==> src/hw/rtl/sc1a_pkg.sv <==
// package for the scan code set 1 to ascii decoder
// holds key codes and the two-column character tables
// no dependencies
package sc1a_pkg;

    localparam int KEY_COUNT = 59;

    typedef logic [6:0] ascii_t;
    typedef logic [6:0] key_code_t;

    localparam logic [7:0] PREFIX_CODE   = 8'hE0;
    localparam key_code_t  KEY_NONE      = 7'h00;
    localparam key_code_t  KEY_BACKSPACE = 7'h0E;
    localparam key_code_t  KEY_LBRACKET  = 7'h1A;
    localparam key_code_t  KEY_RBRACKET  = 7'h1B;
    localparam key_code_t  KEY_CTRL      = 7'h1D;
    localparam key_code_t  KEY_SEMICOLON = 7'h27;
    localparam key_code_t  KEY_QUOTE     = 7'h28;
    localparam key_code_t  KEY_BACKTICK  = 7'h29;
    localparam key_code_t  KEY_LSHIFT    = 7'h2A;
    localparam key_code_t  KEY_BACKSLASH = 7'h2B;
    localparam key_code_t  KEY_COMMA     = 7'h33;
    localparam key_code_t  KEY_PERIOD    = 7'h34;
    localparam key_code_t  KEY_SLASH     = 7'h35;
    localparam key_code_t  KEY_RSHIFT    = 7'h36;
    localparam key_code_t  KEY_ALT       = 7'h38;
    localparam key_code_t  KEY_CAPS      = 7'h3A;

    localparam ascii_t PLAIN_TABLE [KEY_COUNT] = '{
        7'h00, 7'h1B, 7'h31, 7'h32, 7'h33, 7'h34, 7'h35, 7'h36,
        7'h37, 7'h38, 7'h39, 7'h30, 7'h2D, 7'h3D, 7'h08, 7'h09,
        7'h71, 7'h77, 7'h65, 7'h72, 7'h74, 7'h79, 7'h75, 7'h69,
        7'h6F, 7'h70, 7'h5B, 7'h5D, 7'h0D, 7'h00,
        7'h61, 7'h73, 7'h64, 7'h66, 7'h67, 7'h68, 7'h6A, 7'h6B,
        7'h6C, 7'h3B, 7'h27, 7'h60, 7'h00, 7'h5C,
        7'h7A, 7'h78, 7'h63, 7'h76, 7'h62, 7'h6E, 7'h6D, 7'h2C,
        7'h2E, 7'h2F, 7'h00, 7'h2A, 7'h00, 7'h20, 7'h00
    };

    localparam ascii_t SHIFT_TABLE [KEY_COUNT] = '{
        7'h00, 7'h1B, 7'h21, 7'h40, 7'h23, 7'h24, 7'h25, 7'h5E,
        7'h26, 7'h2A, 7'h28, 7'h29, 7'h5F, 7'h2B, 7'h08, 7'h09,
        7'h51, 7'h57, 7'h45, 7'h52, 7'h54, 7'h59, 7'h55, 7'h49,
        7'h4F, 7'h50, 7'h7B, 7'h7D, 7'h0D, 7'h00,
        7'h41, 7'h53, 7'h44, 7'h46, 7'h47, 7'h48, 7'h4A, 7'h4B,
        7'h4C, 7'h3A, 7'h22, 7'h7E, 7'h00, 7'h7C,
        7'h5A, 7'h58, 7'h43, 7'h56, 7'h42, 7'h4E, 7'h4D, 7'h3C,
        7'h3E, 7'h3F, 7'h00, 7'h2A, 7'h00, 7'h20, 7'h00
    };

endpackage

==> src/hw/rtl/scancode_set1_to_ascii_unit.sv <==
// scan code set 1 to ascii decoder, top level
// input register, one pass of decode logic, result register
// depends on sc1a_pkg
//
// usage: one keyboard byte per input transaction on in_valid/in_stall/scan_byte.
// a 0xE0 byte marks the next byte as extended and produces nothing; break codes
// release ctrl, alt or shift and produce nothing; modifier and caps lock makes
// update the held flags and produce nothing. a printable key produces one output
// transaction with ascii_char; an unhandled make produces one with unknown_key set.
// ctrl_held and alt_held carry the flags at the time of that byte.
// a result passes the input register, then the result register, to out_valid.
// throughput: one byte per cycle unless out_stall holds a result; the single decode
// pass between the two registers sets it and also updates the modifier flags.
// reset clears both registers' valid bits, the modifier flags, caps lock and the
// extended prefix flag. while out_stall holds a waiting result, one more byte can
// be taken into the input register; after that in_stall rises until the result
// is taken.
module scancode_set1_to_ascii_unit
    import sc1a_pkg::*;
(
    input  logic       clk,
    input  logic       rst_n,
    input  logic       in_valid,
    output logic       in_stall,
    input  logic [7:0] scan_byte,
    output logic       out_valid,
    input  logic       out_stall,
    output logic [6:0] ascii_char,
    output logic       unknown_key,
    output logic       ctrl_held,
    output logic       alt_held
);

    logic       in_valid_reg, in_valid_next;
    logic [7:0] in_byte_reg;
    logic       out_valid_reg, out_valid_next;
    ascii_t     ascii_reg;
    logic       unknown_reg, ctrl_out_reg, alt_out_reg;

    logic ctrl_down_reg, ctrl_down_next;
    logic shift_down_reg, shift_down_next;
    logic alt_down_reg, alt_down_next;
    logic caps_on_reg, caps_on_next;
    logic ext_reg, ext_next;

    logic      advance, accept;
    key_code_t key;
    logic      is_prefix, is_break, handled, shift_only, upper;
    ascii_t    table_char;
    logic      res_valid, res_unknown;
    ascii_t    res_char;

    assign advance  = in_valid_reg && (!out_valid_reg || !out_stall);
    assign in_stall = in_valid_reg && !advance;
    assign accept   = in_valid && !in_stall;

    assign key       = in_byte_reg[6:0];
    assign is_prefix = (in_byte_reg == PREFIX_CODE);
    assign is_break  = in_byte_reg[7];

    always_comb
    begin
        if (ext_reg)
        begin
            handled = (key == KEY_CTRL) || (key == KEY_ALT);
        end
        else
        begin
            handled = (key != KEY_NONE) && (key <= KEY_CAPS);
        end
    end

    assign shift_only = !ext_reg && ((key < KEY_BACKSPACE) || (key == KEY_BACKTICK)
        || (key == KEY_LBRACKET) || (key == KEY_RBRACKET) || (key == KEY_BACKSLASH)
        || (key == KEY_SEMICOLON) || (key == KEY_QUOTE) || (key == KEY_COMMA)
        || (key == KEY_PERIOD) || (key == KEY_SLASH));
    assign upper      = shift_only ? shift_down_reg : (shift_down_reg ^ caps_on_reg);
    assign table_char = upper ? SHIFT_TABLE[key[5:0]] : PLAIN_TABLE[key[5:0]];

    always_comb
    begin
        ctrl_down_next  = ctrl_down_reg;
        shift_down_next = shift_down_reg;
        alt_down_next   = alt_down_reg;
        caps_on_next    = caps_on_reg;
        ext_next        = ext_reg;
        res_valid       = 1'b0;
        res_unknown     = 1'b0;
        res_char        = '0;
        if (advance)
        begin
            if (is_prefix)
            begin
                ext_next = 1'b1;
            end
            else
            begin
                ext_next = 1'b0;
                if (is_break)
                begin
                    if (key == KEY_CTRL)
                    begin
                        ctrl_down_next = 1'b0;
                    end
                    else if (key == KEY_ALT)
                    begin
                        alt_down_next = 1'b0;
                    end
                    else if (!ext_reg && ((key == KEY_LSHIFT) || (key == KEY_RSHIFT)))
                    begin
                        shift_down_next = 1'b0;
                    end
                end
                else if (!handled)
                begin
                    res_valid   = 1'b1;
                    res_unknown = 1'b1;
                end
                else if (table_char != '0)
                begin
                    res_valid = 1'b1;
                    res_char  = table_char;
                end
                else if (key == KEY_CTRL)
                begin
                    ctrl_down_next = 1'b1;
                end
                else if ((key == KEY_LSHIFT) || (key == KEY_RSHIFT))
                begin
                    shift_down_next = 1'b1;
                end
                else if (key == KEY_ALT)
                begin
                    alt_down_next = 1'b1;
                end
                else if (key == KEY_CAPS)
                begin
                    caps_on_next = !caps_on_reg;
                end
            end
        end
    end

    always_comb
    begin
        if (accept)
        begin
            in_valid_next = 1'b1;
        end
        else if (advance)
        begin
            in_valid_next = 1'b0;
        end
        else
        begin
            in_valid_next = in_valid_reg;
        end

        if (advance)
        begin
            out_valid_next = res_valid;
        end
        else if (out_valid_reg && !out_stall)
        begin
            out_valid_next = 1'b0;
        end
        else
        begin
            out_valid_next = out_valid_reg;
        end
    end

    always_ff @(posedge clk or negedge rst_n)
    begin
        if (!rst_n)
        begin
            in_valid_reg   <= 1'b0;
            out_valid_reg  <= 1'b0;
            ctrl_down_reg  <= 1'b0;
            shift_down_reg <= 1'b0;
            alt_down_reg   <= 1'b0;
            caps_on_reg    <= 1'b0;
            ext_reg        <= 1'b0;
        end
        else
        begin
            in_valid_reg   <= in_valid_next;
            out_valid_reg  <= out_valid_next;
            ctrl_down_reg  <= ctrl_down_next;
            shift_down_reg <= shift_down_next;
            alt_down_reg   <= alt_down_next;
            caps_on_reg    <= caps_on_next;
            ext_reg        <= ext_next;
        end
    end

    always_ff @(posedge clk)
    begin
        if (accept)
        begin
            in_byte_reg <= scan_byte;
        end
        if (advance && res_valid)
        begin
            ascii_reg    <= res_char;
            unknown_reg  <= res_unknown;
            ctrl_out_reg <= ctrl_down_reg;
            alt_out_reg  <= alt_down_reg;
        end
    end

    assign out_valid   = out_valid_reg;
    assign ascii_char  = ascii_reg;
    assign unknown_key = unknown_reg;
    assign ctrl_held   = ctrl_out_reg;
    assign alt_held    = alt_out_reg;

endmodule

==> config.mk <==
export PLATFORM = sky130hd
export DESIGN_NAME = scancode_set1_to_ascii_unit
export DESIGN_NICKNAME = d
export VERILOG_FILES = /design/src/hw/rtl/sc1a_pkg.sv /design/src/hw/rtl/scancode_set1_to_ascii_unit.sv
export SDC_FILE = /design/constraint.sdc
export NUM_CORES = 1
export LEC_CHECK = 0
export ABC_CLOCK_PERIOD_IN_PS = 7250
export BUFFER_PORTS_ARGS = -buffer_cell sky130_fd_sc_hd__buf_4
export CAP_MARGIN = 5
export CORE_MARGIN = 1
export CORE_UTILIZATION = 65
export CTS_BUF_LIST = sky130_fd_sc_hd__clkbuf_4 sky130_fd_sc_hd__clkbuf_8
export CTS_CLUSTER_SIZE = 25
export DETAILED_ROUTE_END_ITERATION = 16
export PLACE_DENSITY = 0.95
export SYNTH_ARGS = -nofsm -noshare
export SYNTH_HDL_FRONTEND = slang
export SYNTH_SLANG_ARGS = --single-unit
==> constraint.sdc <==
create_clock -name clk -period 7.25 [get_ports clk]
set_clock_uncertainty 0.1 [all_clocks]
set_input_delay 0.725 -clock clk [delete_from_list [all_inputs] [get_ports clk]]
set_output_delay 0.725 -clock clk [all_outputs]
set_load 0.02 [all_outputs]
; ---- Word level (Yosys, flattened, before mapping)
; Memories as Yosys holds them, arrays and structs flattened.
; Cells that the tools add are included.
[word_totals]
mem_count = 2
rom_bits = 896
word_cells = 123
input_bits = 12
reg_bits = 25
[memory_table]
columns = memory, words, word_bits, rd, rd_ports_with_merged_regs, write_ports, line
row1 = (name not given), 64, 7, 1, 0, 0, scancode_set1_to_ascii_unit.sv:78  ; assign table_char = upper ? SHIFT_TABLE[key[5:0]] : PLAIN_TABLE[key[5:0]];
row2 = (name not given), 64, 7, 1, 0, 0, scancode_set1_to_ascii_unit.sv:78
[classes]
n_mux = 39
eq_ne = 19
bitwise = 10
n_reduce_logical = 38
order_cmp = 3
[op_table]
columns = op, count
row1 = 7-bit by 6-bit equality test with 1-bit output (second input constant), 11
row2 = 7-bit 2-to-1 mux, 5
row3 = 1-bit 2-to-1 mux, 34
row4 = 7-bit by 5-bit equality test with 1-bit output (second input constant), 3
row5 = 7-bit nonzero test, 2
row6 = 1-bit logical OR, 12
row7 = 9-bit AND reduction, 1
row8 = 8-bit equality test (second input constant), 1
row9 = 1-bit logical AND, 8
row10 = 1-bit inverter, 8
row11 = 8-bit AND reduction, 1
row12 = 2-bit nonzero test, 4
row13 = 7-bit greater-or-equal comparator (second input constant), 1
row14 = 7-bit by 6-bit <= comparator with 1-bit output (second input constant), 1
row15 = 7-bit by 4-bit < comparator with 1-bit output (second input constant), 1
row16 = 6-bit inverter with 7-bit output, 1
row17 = 7-bit AND reduction, 1
row18 = 1-bit zero test, 6
row19 = 2-bit inequality test (second input constant), 3
row20 = 5-bit AND reduction, 1
row21 = 5-bit OR reduction, 1
row22 = 3-bit OR reduction, 1
row23 = 2-bit by 1-bit inequality test with 1-bit output (second input constant), 1
row24 = 1-bit XOR, 1

; ---- Longest topological paths before layout
; Gate-level depths: netlist of run 1.
[logic_depth]
ltp_word = 20
depth_mapped = 12
ltp_nobuf = 9

; ---- Least setup slack after synthesis of run 1
; OpenSTA, ideal clock, no wires.
[synth_timing]
kind = reg-to-reg
start = reg in_byte_reg[1]
end = reg alt_out_reg (netlist: alt_held) (enable)
stages_incl_launch_ff = 13
t_required_ns = 6.792
setup_slack_ns = 3.601
setup_ns = 0.358
arrival_time_ns = 3.190
n_path_buf = 3
path_cell_list = edfxtp_1 -> clkbuf_1 -> inv_1 -> ha_1 -> clkbuf_1 -> nor3_1 -> o22ai_1 -> or4_4 -> and3_1 -> buf_6 -> mux2_4 -> and3_4 -> a21boi_2
[synth_between]
elab_chain_cells = 20
elab_cells_between_ends = 44
[synth_lines]
columns = item, line
row1 = "start, declared", scancode_set1_to_ascii_unit.sv:35  ; logic [7:0] in_byte_reg;
row2 = "start signal, assigned", scancode_set1_to_ascii_unit.sv:201  ; in_byte_reg <= scan_byte;
row3 = 7-bit by 4-bit < comparator with 1-bit output or 7-bit by 6-bit equality test with 1-bit output (tied branches), scancode_set1_to_ascii_unit.sv:73  ; assign shift_only = !ext_reg && ((key < KEY_BACKSPACE) || (key == KEY_BACKTICK)
row4 = 1-bit logical OR, scancode_set1_to_ascii_unit.sv:73
row5 = 1-bit logical OR (3 in a row), scancode_set1_to_ascii_unit.sv:74  ; || (key == KEY_LBRACKET) || (key == KEY_RBRACKET) || (key == KEY_BACKSLASH)
row6 = 1-bit logical OR (3 in a row), scancode_set1_to_ascii_unit.sv:75  ; || (key == KEY_SEMICOLON) || (key == KEY_QUOTE) || (key == KEY_COMMA)
row7 = 1-bit logical OR (2 in a row), scancode_set1_to_ascii_unit.sv:76  ; || (key == KEY_PERIOD) || (key == KEY_SLASH));
row8 = 1-bit logical AND, scancode_set1_to_ascii_unit.sv:73
row9 = 1-bit 2-to-1 mux, scancode_set1_to_ascii_unit.sv:77  ; assign upper = shift_only ? shift_down_reg : (shift_down_reg ^ caps_on_reg);
row10 = 7-bit 2-to-1 mux, scancode_set1_to_ascii_unit.sv:78
row11 = 7-bit nonzero test, scancode_set1_to_ascii_unit.sv:119  ; else if (table_char != '0)
row12 = 1-bit 2-to-1 mux, scancode_set1_to_ascii_unit.sv:119
row13 = 1-bit 2-to-1 mux, scancode_set1_to_ascii_unit.sv:114  ; else if (!handled)
row14 = 1-bit 2-to-1 mux, scancode_set1_to_ascii_unit.sv:99  ; if (is_break)
row15 = 1-bit 2-to-1 mux (*), scancode_set1_to_ascii_unit.sv:92  ; if (is_prefix)
row16 = 1-bit 2-to-1 mux (*), scancode_set1_to_ascii_unit.sv:90  ; if (advance)
row17 = 1-bit logical AND (*), scancode_set1_to_ascii_unit.sv:203  ; if (advance && res_valid)
row18 = "end signal, assigned", scancode_set1_to_ascii_unit.sv:208  ; alt_out_reg <= alt_down_reg;
row19 = "end, declared", scancode_set1_to_ascii_unit.sv:38  ; logic unknown_reg, ctrl_out_reg, alt_out_reg;
; Mark *: on every way between the ends. The rest lies on a longest branch, timed or not. The select of a mux whose other input is x is not followed.
; A chain may end at the register's enable or synchronous reset.

; ---- Worst setup path in the final report of run 1
[layout_timing]
start = reg in_byte_reg[1]
end = reg ctrl_out_reg (netlist: ctrl_held) (enable)
[layout_between]
elab_chain_cells = 20
elab_cells_between_ends = 44
[layout_lines]
columns = item, line
row1 = 7-bit by 4-bit < comparator with 1-bit output or 7-bit by 6-bit equality test with 1-bit output (tied branches), scancode_set1_to_ascii_unit.sv:73
row2 = 1-bit logical OR, scancode_set1_to_ascii_unit.sv:73
row3 = 1-bit logical OR (3 in a row), scancode_set1_to_ascii_unit.sv:74
row4 = 1-bit logical OR (3 in a row), scancode_set1_to_ascii_unit.sv:75
row5 = 1-bit logical OR (2 in a row), scancode_set1_to_ascii_unit.sv:76
row6 = 1-bit logical AND, scancode_set1_to_ascii_unit.sv:73
row7 = 1-bit 2-to-1 mux, scancode_set1_to_ascii_unit.sv:77
row8 = 7-bit 2-to-1 mux, scancode_set1_to_ascii_unit.sv:78
row9 = 7-bit nonzero test, scancode_set1_to_ascii_unit.sv:119
row10 = 1-bit 2-to-1 mux, scancode_set1_to_ascii_unit.sv:119
row11 = 1-bit 2-to-1 mux, scancode_set1_to_ascii_unit.sv:114
row12 = 1-bit 2-to-1 mux, scancode_set1_to_ascii_unit.sv:99
row13 = 1-bit 2-to-1 mux (*), scancode_set1_to_ascii_unit.sv:92
row14 = 1-bit 2-to-1 mux (*), scancode_set1_to_ascii_unit.sv:90
row15 = 1-bit logical AND (*), scancode_set1_to_ascii_unit.sv:203
row16 = "end signal, assigned", scancode_set1_to_ascii_unit.sv:207  ; ctrl_out_reg <= ctrl_down_reg;
row17 = "end, declared", scancode_set1_to_ascii_unit.sv:38
; Marked as above.

==> metrics.md, run 1 <==
| Metric | Value |
|---|---|
| Status | `complete, no violations` |
| Setup CP Type | `flip-flop to flip-flop` |
| PD cells | `150 nW/um^2` |
| Post-DP HPWL | `4810 um` |
| GRT overflow | `0` |
| Multi-input gate area | `1580 um^2` |
| Fmax | `245 MHz` |
| RSZ-0062 raised after global routing | `no` |
| Yosys warns | `0` |
| DRC | `0` |
| Yosys cell types | `61` |
| Cell taking the most area after synthesis | `edfxtp_1` |
| Detailed Route Iter0 Violations | `316` |
| Number of port buffers | `23` |
| Final Setup Violations | `0` |
| Die width | `63.4 um` |
| Area grow syn2layout | `6.94%` |
| Later-pin clock latency in the skew report | `0.27 ns` |
| Total GRT Usage | `35.5%` |
| Initial Util | `70.7%` |
| Worst setup EP type | `flip-flop` |
| Synth Area in XOR/XNOR | `0.357%` |
| Area share of and/or/nand/nor cells after synthesis | `24.4%` |
| Die Ht | `63.4 um` |
| Post-synth EDFFs | `18` |
| DIE AREA | `4020 um^2` |
| Final nets | `319` |
| Mapped Nets | `313` |
| Post-Synth Adder-Cell Area | `6.13%` |
| Global-route wire length before repair | `11000 um` |
| Gate Count Post-Synth | `289` |
| Post-CTS Hold Buffers | `0` |
| Max Slew Vio Count | `0` |
| Reg-to-reg critical path startpoint | `in_byte_reg[1]` |
| Met3 usage | `7.07%` |
| Setup bufs post-CTS | `0` |
| CTS Buffer Depth | `2` |
| Post-synth top flop | `edfxtp_1` |
| Synth area leaders | `edfxtp_1 22%, dfrtp_1 7.1%, ha_1 6.1%` |
| H-tree Lvls | `1` |
| Ys async rst share | `28.0%` |
| Routed WL | `6670 um` |
| Share of the synthesized area in the top cell type | `22.1%` |
| Ant diodes | `0` |
| GPL Wtd Cong | `1.00` |
| Root buffer cell | `clkbuf_8` |
| I/O pin cnt | `24` |
| Mean Syn Cell Area | `8.48 um^2` |
| Lkg Pwr | `1.02 nW` |
| Clock sink total | `25` |
| Routed vias | `2348` |
| Worst min path class | `input pin to asynchronous set/reset pin` |
| Top-count cell post-synth | `nor2_1` |
| Mux share of post-synthesis cell area | `6.89%` |
| Relative slew slack | `49.0%` |
| Largest register FFs | `8` |
| Pin count of the biggest net entering global routing | `53` |
| Max_cap viols | `0` |
| Ratio of cells with drive above 1 in the final layout | `16.3%` |
| Post_cts resized | `0` |
| Fin cells | `340` |
| TritonCTS buffer count | `3` |
| Clock transition at path regs | `0.09 ns` |
| Crit path DAT | `3.90 ns` |
| WL per Instance | `19.6 um` |
| Compound-gate portion of the synthesized area | `26.5%` |
| Met1 Usage GRT | `50.0%` |
| GRT Max-Usage Layer | `met2` |
| Tightest Pin Transition | `0.765 ns` |
| Setup TNS | `0 ns` |
| Synth top cells by count | `27 x nor2_1, 20 x o21ai_0, 18 x edfxtp_1` |
| Minimum clock period | `4.08 ns` |
| Grt met2 use | `52.3%` |
| Final Util | `75.6%` |
| Worst reg2reg path depth | `9` |
| Routed Antenna Nets | `0` |
| Worst IR drop on VDD | `0.000131 V` |
| Synthesized area | `2450 um^2` |
| FF/Latch Area | `716 um^2` |
| CP Max Fanout | `17` |
| Core region area | `3470 um^2` |
| Fin crit share | `56.3%` |
| Reg-to-reg endpoint | `ctrl_held` |
| Endpoints failing hold | `0` |
| R2R Setup Slk | `3.17 ns` |
| DR pass1 iterations | `5` |
| Initial antenna violation count | `0` |
| # rows | `21` |
| CP Data Required Time | `7.07 ns` |
| Register bit total from synthesis | `25` |
| Vias in the first global route | `2196` |
| Main combinational cell family by area after synthesis | `compound AO/OA/AOI/OAI gates` |
| Inst Count DP | `336` |
| Seq/Total Area, Yosys | `29.2%` |
| Setup crit start kind | `flip-flop` |
| # fillers | `287` |
| Post-DR vias/cell | `6.91` |
| CTS tree | `done` |
| Worst setup startpoint | `in_byte_reg[1]` |
[per-stage QoR]
step | hold WS, ns | power (mW) | setup slack (ns) | instance area [um^2]
after floorplan | 0.319 | 0.272 | 3.60 | 2450
after global placement | 0.337 | 0.306 | 3.45 | 2570
after detailed placement | 0.354 | 0.308 | 3.27 | 2570
after CTS | 0.145 | 0.389 | 3.25 | 2620
after global routing | 0.147 | 0.410 | 3.02 | 2620
final | 0.147 | 0.393 | 3.17 | 2620
[area by class of cell]
type | instances | share of cell area [%]
clock buffers | 3 | 1.58
clock inverters | 1 | 0.191
inverters | 10 | 1.43
multi-input cells | 230 | 60.1
flip-flops and latches | 25 | 27.3
well taps | 46 | 2.20
repair buffers | 25 | 7.16
[worst max path at each step]
| stage | end | slack [ns] | depth (start not counted) |
|---|---|---|---|
| after floorplan | alt_held | 3.60 | 12 |
| after global placement | ascii_char[5] | 3.45 | 9 |
| after detailed placement | ascii_char[0] | 3.27 | 9 |
| after CTS | ctrl_held | 3.25 | 9 |
| after global routing | ctrl_held | 3.02 | 9 |
| final | ctrl_held | 3.17 | 9 |
[routing by layer]
metal  routed length, um  share of wire [%]  vias up
met5                   0                  0        -
met4                 244                3.7        0
met1                2850                 43     1071
met3                 653                9.8       29
met2                2930                 44      150
li1                    -                  -     1098
[critical path, stage by stage, from the launching register on]
cell and delay [ns]:
edfxtp_1 0.74, inv_1 0.30, ha_1 0.44, nor3_1 0.25, o22ai_1 0.13, or4_4 0.51
and3_1 0.29, mux2_4 0.35, and3_4 0.17, a21boi_2 0.44
[kinds of logic (layout without fill, tap and decap cells)]
kind of cell    Yosys count  count (layout)
mux                      16              16
buf+inv                  34              39
xor+xnor                  1               1
simple gates            108             108
compound gates           93              93
fa+ha+maj                12              12
flops                    25              25
[placed cells by master, fill, tap and decap left out, types with 3 or more instances in the layout]
cell       Yosys  routed
and2_1         5       5
a221oi_1       4       4
a31oi_1        5       5
a211oi_1       5       5
edfxtp_1      18      18
ha_1          12      12
mux2i_1       12      12
o21ai_0       20      20
a21oi_1       15      15
o22ai_1        6       6
or3b_2         3       3
nand3_1       10      10
o32ai_1        4       4
mux2_2         3       3
clkbuf_8       0       3
nor2b_1        8       8
inv_1         10      10
o211ai_1       6       6
nand2b_1      14      14
buf_4          3      25
dfrtp_1        7       7
nor3_1         6       6
or4_1          3       3
a2111oi_0      5       5
nand2_1       16      16
o2bb2ai_1      3       3
nor2_1        27      27
[where the power goes]
group	total, mW	internal, mW	switching, mW
Combinational	0.134	0.0530	0.0815
Sequential	0.175	0.163	0.0129
Clock	0.0829	0.0385	0.0444
No activity file was read; power rests on OpenSTA's default activity.
==> inputs of run 2 (changes only) <==
--- a/config.mk
+++ b/config.mk
@@ -5,15 +5,15 @@
 export SDC_FILE = /design/constraint.sdc
 export NUM_CORES = 1
 export LEC_CHECK = 0
-export ABC_CLOCK_PERIOD_IN_PS = 7250
+export ABC_CLOCK_PERIOD_IN_PS = 3900
 export BUFFER_PORTS_ARGS = -buffer_cell sky130_fd_sc_hd__buf_4
 export CAP_MARGIN = 5
 export CORE_MARGIN = 1
-export CORE_UTILIZATION = 65
+export CORE_UTILIZATION = 62
 export CTS_BUF_LIST = sky130_fd_sc_hd__clkbuf_4 sky130_fd_sc_hd__clkbuf_8
 export CTS_CLUSTER_SIZE = 25
 export DETAILED_ROUTE_END_ITERATION = 16
-export PLACE_DENSITY = 0.95
+export PLACE_DENSITY = 0.93
 export SYNTH_ARGS = -nofsm -noshare
 export SYNTH_HDL_FRONTEND = slang
 export SYNTH_SLANG_ARGS = --single-unit
==> constraint.sdc (replaced) <==
create_clock -name clk -period 3.9 [get_ports clk]
set_clock_uncertainty 0.1 [all_clocks]
set_input_delay 0.39 -clock clk [delete_from_list [all_inputs] [get_ports clk]]
set_output_delay 0.39 -clock clk [all_outputs]
set_load 0.02 [all_outputs]
==> run 2 against run 1 <==
Compared with the run above:
- routed wire length grew 4.2%
- sequential share of layout area fell by 0.83 points
- critical endpoint is now ascii_char[1]
- hold slack gained 0.040 ns
- core utilization shrank 2.8 points
==> metrics.md, run 2 (same netlist as run 1, synthesis figures left out) <==
| Metric | Value |
|---|---|
| Post-DR vias/cell | `6.99 (+1.3%)` |
| Final nets | `329 (+3.1%)` |
| Relative slew slack | `49.6% (+0.66 points)` |
| Endpoints failing hold | `0 (unchanged)` |
| Core region area | `3720 um^2 (+7.1%)` |
| Largest register FFs | `8 (unchanged)` |
| CTS tree | `done` |
| Ratio of cells with drive above 1 in the final layout | `18.8% (+2.4 points)` |
| Worst setup EP type | `flip-flop` |
| Routed vias | `2462 (+4.9%)` |
| GRT overflow | `0 (unchanged)` |
| Crit path DAT | `3.43 ns (-0.47 ns)` |
| Initial Util | `66.0% (-4.7 points)` |
| GPL Wtd Cong | `1.00 (-0.21%)` |
| Pin count of the biggest net entering global routing | `29 (-45%)` |
| Status | `complete, no violations` |
| Worst IR drop on VDD | `0.000317 V (+140%)` |
| Routed WL | `6950 um (+4.2%)` |
| CTS Buffer Depth | `2 (unchanged)` |
| TritonCTS buffer count | `3 (unchanged)` |
| Total GRT Usage | `35.4% (-0.095 points)` |
| Commonest non-fill, non-tap cell in the layout | `buf_4` |
| Die Ht | `64.9 um (+2.3%)` |
| Setup crit start kind | `flip-flop` |
| Minimum clock period | `3.61 ns (-0.477 ns)` |
| Post_cts resized | `0 (unchanged)` |
| Setup CP Type | `flip-flop to flip-flop` |
| Detailed Route Iter0 Violations | `410 (+30%)` |
| PD cells | `278 nW/um^2 (+85%)` |
| Initial antenna violation count | `0 (unchanged)` |
| WL per Instance | `19.7 um (+0.60%)` |
| Tightest Pin Transition | `0.736 ns (-0.0290 ns)` |
| I/O pin cnt | `24 (unchanged)` |
| Later-pin clock latency in the skew report | `0.28 ns (about the same)` |
| Inst Count DP | `347 (+3.3%)` |
| RSZ-0062 raised after global routing | `no` |
| Root buffer cell | `clkbuf_8` |
| Vias in the first global route | `2230 (+1.5%)` |
| Clock sink total | `25 (unchanged)` |
| Fmax | `277 MHz (+13%)` |
| DRC | `0 (unchanged)` |
| Number of port buffers | `23 (unchanged)` |
| Lkg Pwr | `1.07 nW (+4.7%)` |
| Area grow syn2layout | `10.3%` |
| Max_cap viols | `0 (unchanged)` |
| CP Max Fanout | `10 (-7)` |
| Worst min path class | `input pin to flip-flop` |
| Clock transition at path regs | `0.08 ns (about the same)` |
| DIE AREA | `4210 um^2 (+4.7%)` |
| Max Slew Vio Count | `0 (unchanged)` |
| Post-DP HPWL | `5310 um (+10%)` |
| Die width | `64.9 um (+2.3%)` |
| Routed Antenna Nets | `0 (unchanged)` |
| # rows | `22 (+4.8%)` |
| Fin crit share | `92.5% (+36 points)` |
| CP Data Required Time | `3.72 ns (-3.35 ns)` |
| Most frequent cells in the layout | `34 x buf_4, 27 x nor2_1, 20 x o21ai_0` |
| DR pass1 iterations | `6 (+1)` |
| H-tree Lvls | `1 (unchanged)` |
| Final Setup Violations | `0 (unchanged)` |
| Ant diodes | `0 (unchanged)` |
| Global-route wire length before repair | `11000 um (+0.18%)` |
| Fin cells | `352 (+3.5%)` |
| Setup TNS | `0 ns (unchanged)` |
[run 2: metal layers]
| metal | wire [um] | global-route usage [%] | vias up |
|---|---|---|---|
| met4 | 387 | 18.3 | 0 |
| met5 | 0 | 0 | - |
| met3 | 911 | 11.6 | 43 |
| met1 | 2620 | 44.2 | 1097 |
| li1 | - | - | 1114 |
| met2 | 3040 | 53.9 | 208 |
[run 2: metrics by stage]
stage               power (mW)  setup WS (ns)  area (um^2)  hold WS [ns]  utilization [%]
floorplan                0.506          0.251         2450      -0.00559                -
global placement         0.581          0.488         2650         0.104             71.2
detailed placement       0.583          0.335         2650         0.108             71.2
CTS                      0.742          0.337         2700         0.185             72.8
global route             0.779          0.164         2700         0.179             72.8
finish                   0.750          0.294         2700         0.187             72.8
[run 2: worst max-delay path: stages (launching register included)]
cell and delay (ns):
edfxtp_1 0.51, inv_1 0.16, ha_1 0.34, nor3_1 0.24
o22ai_1 0.14, or4_4 0.51, and3_1 0.28, mux2_4 0.34
and3_4 0.17, a21boi_2 0.46
[run 2: power by group]
part,total (mW),leakage [nW],switching (mW),internal (mW)
logic,0.269,0.771,0.163,0.106
clock network,0.161,0.0262,0.0811,0.0803
registers,0.320,0.270,0.0179,0.302
total,0.750,1.07,0.262,0.489
[run 2: worst paths after layout]
kind,cells after the start,endpoint,slack [ns],from
setup / recovery,9,ascii_char[1],0.29,in_byte_reg[0]
setup reg to reg,9,ascii_char[1],0.29,in_byte_reg[0]
min in group asynchronous,2,ctrl_down_reg,0.35,rst_n
hold reg to reg,0,ctrl_held,0.38,ctrl_down_reg
hold / removal,1,in_byte_reg[0],0.19,scan_byte[0]
max in group asynchronous,2,ext_reg,3.22,rst_n
[run 2: final cells by class]
cell class | instances | area (um^2)
multi-input cells | 230 | 1580
fillers | 288 | 1010
flip-flops and latches | 25 | 716
repair buffers | 35 | 265
well taps | 48 | 60.1
clock buffers | 4 | 48.8
inverters | 10 | 37.5
[run 2: repair_timing]
item / 4_1_cts / 5_1_grt
endpoints found under the setup margin: 0 / 0
hold endpoints to repair: 7 / 0
buffers inserted: 0 / 0
hold buffers: 1 / 0
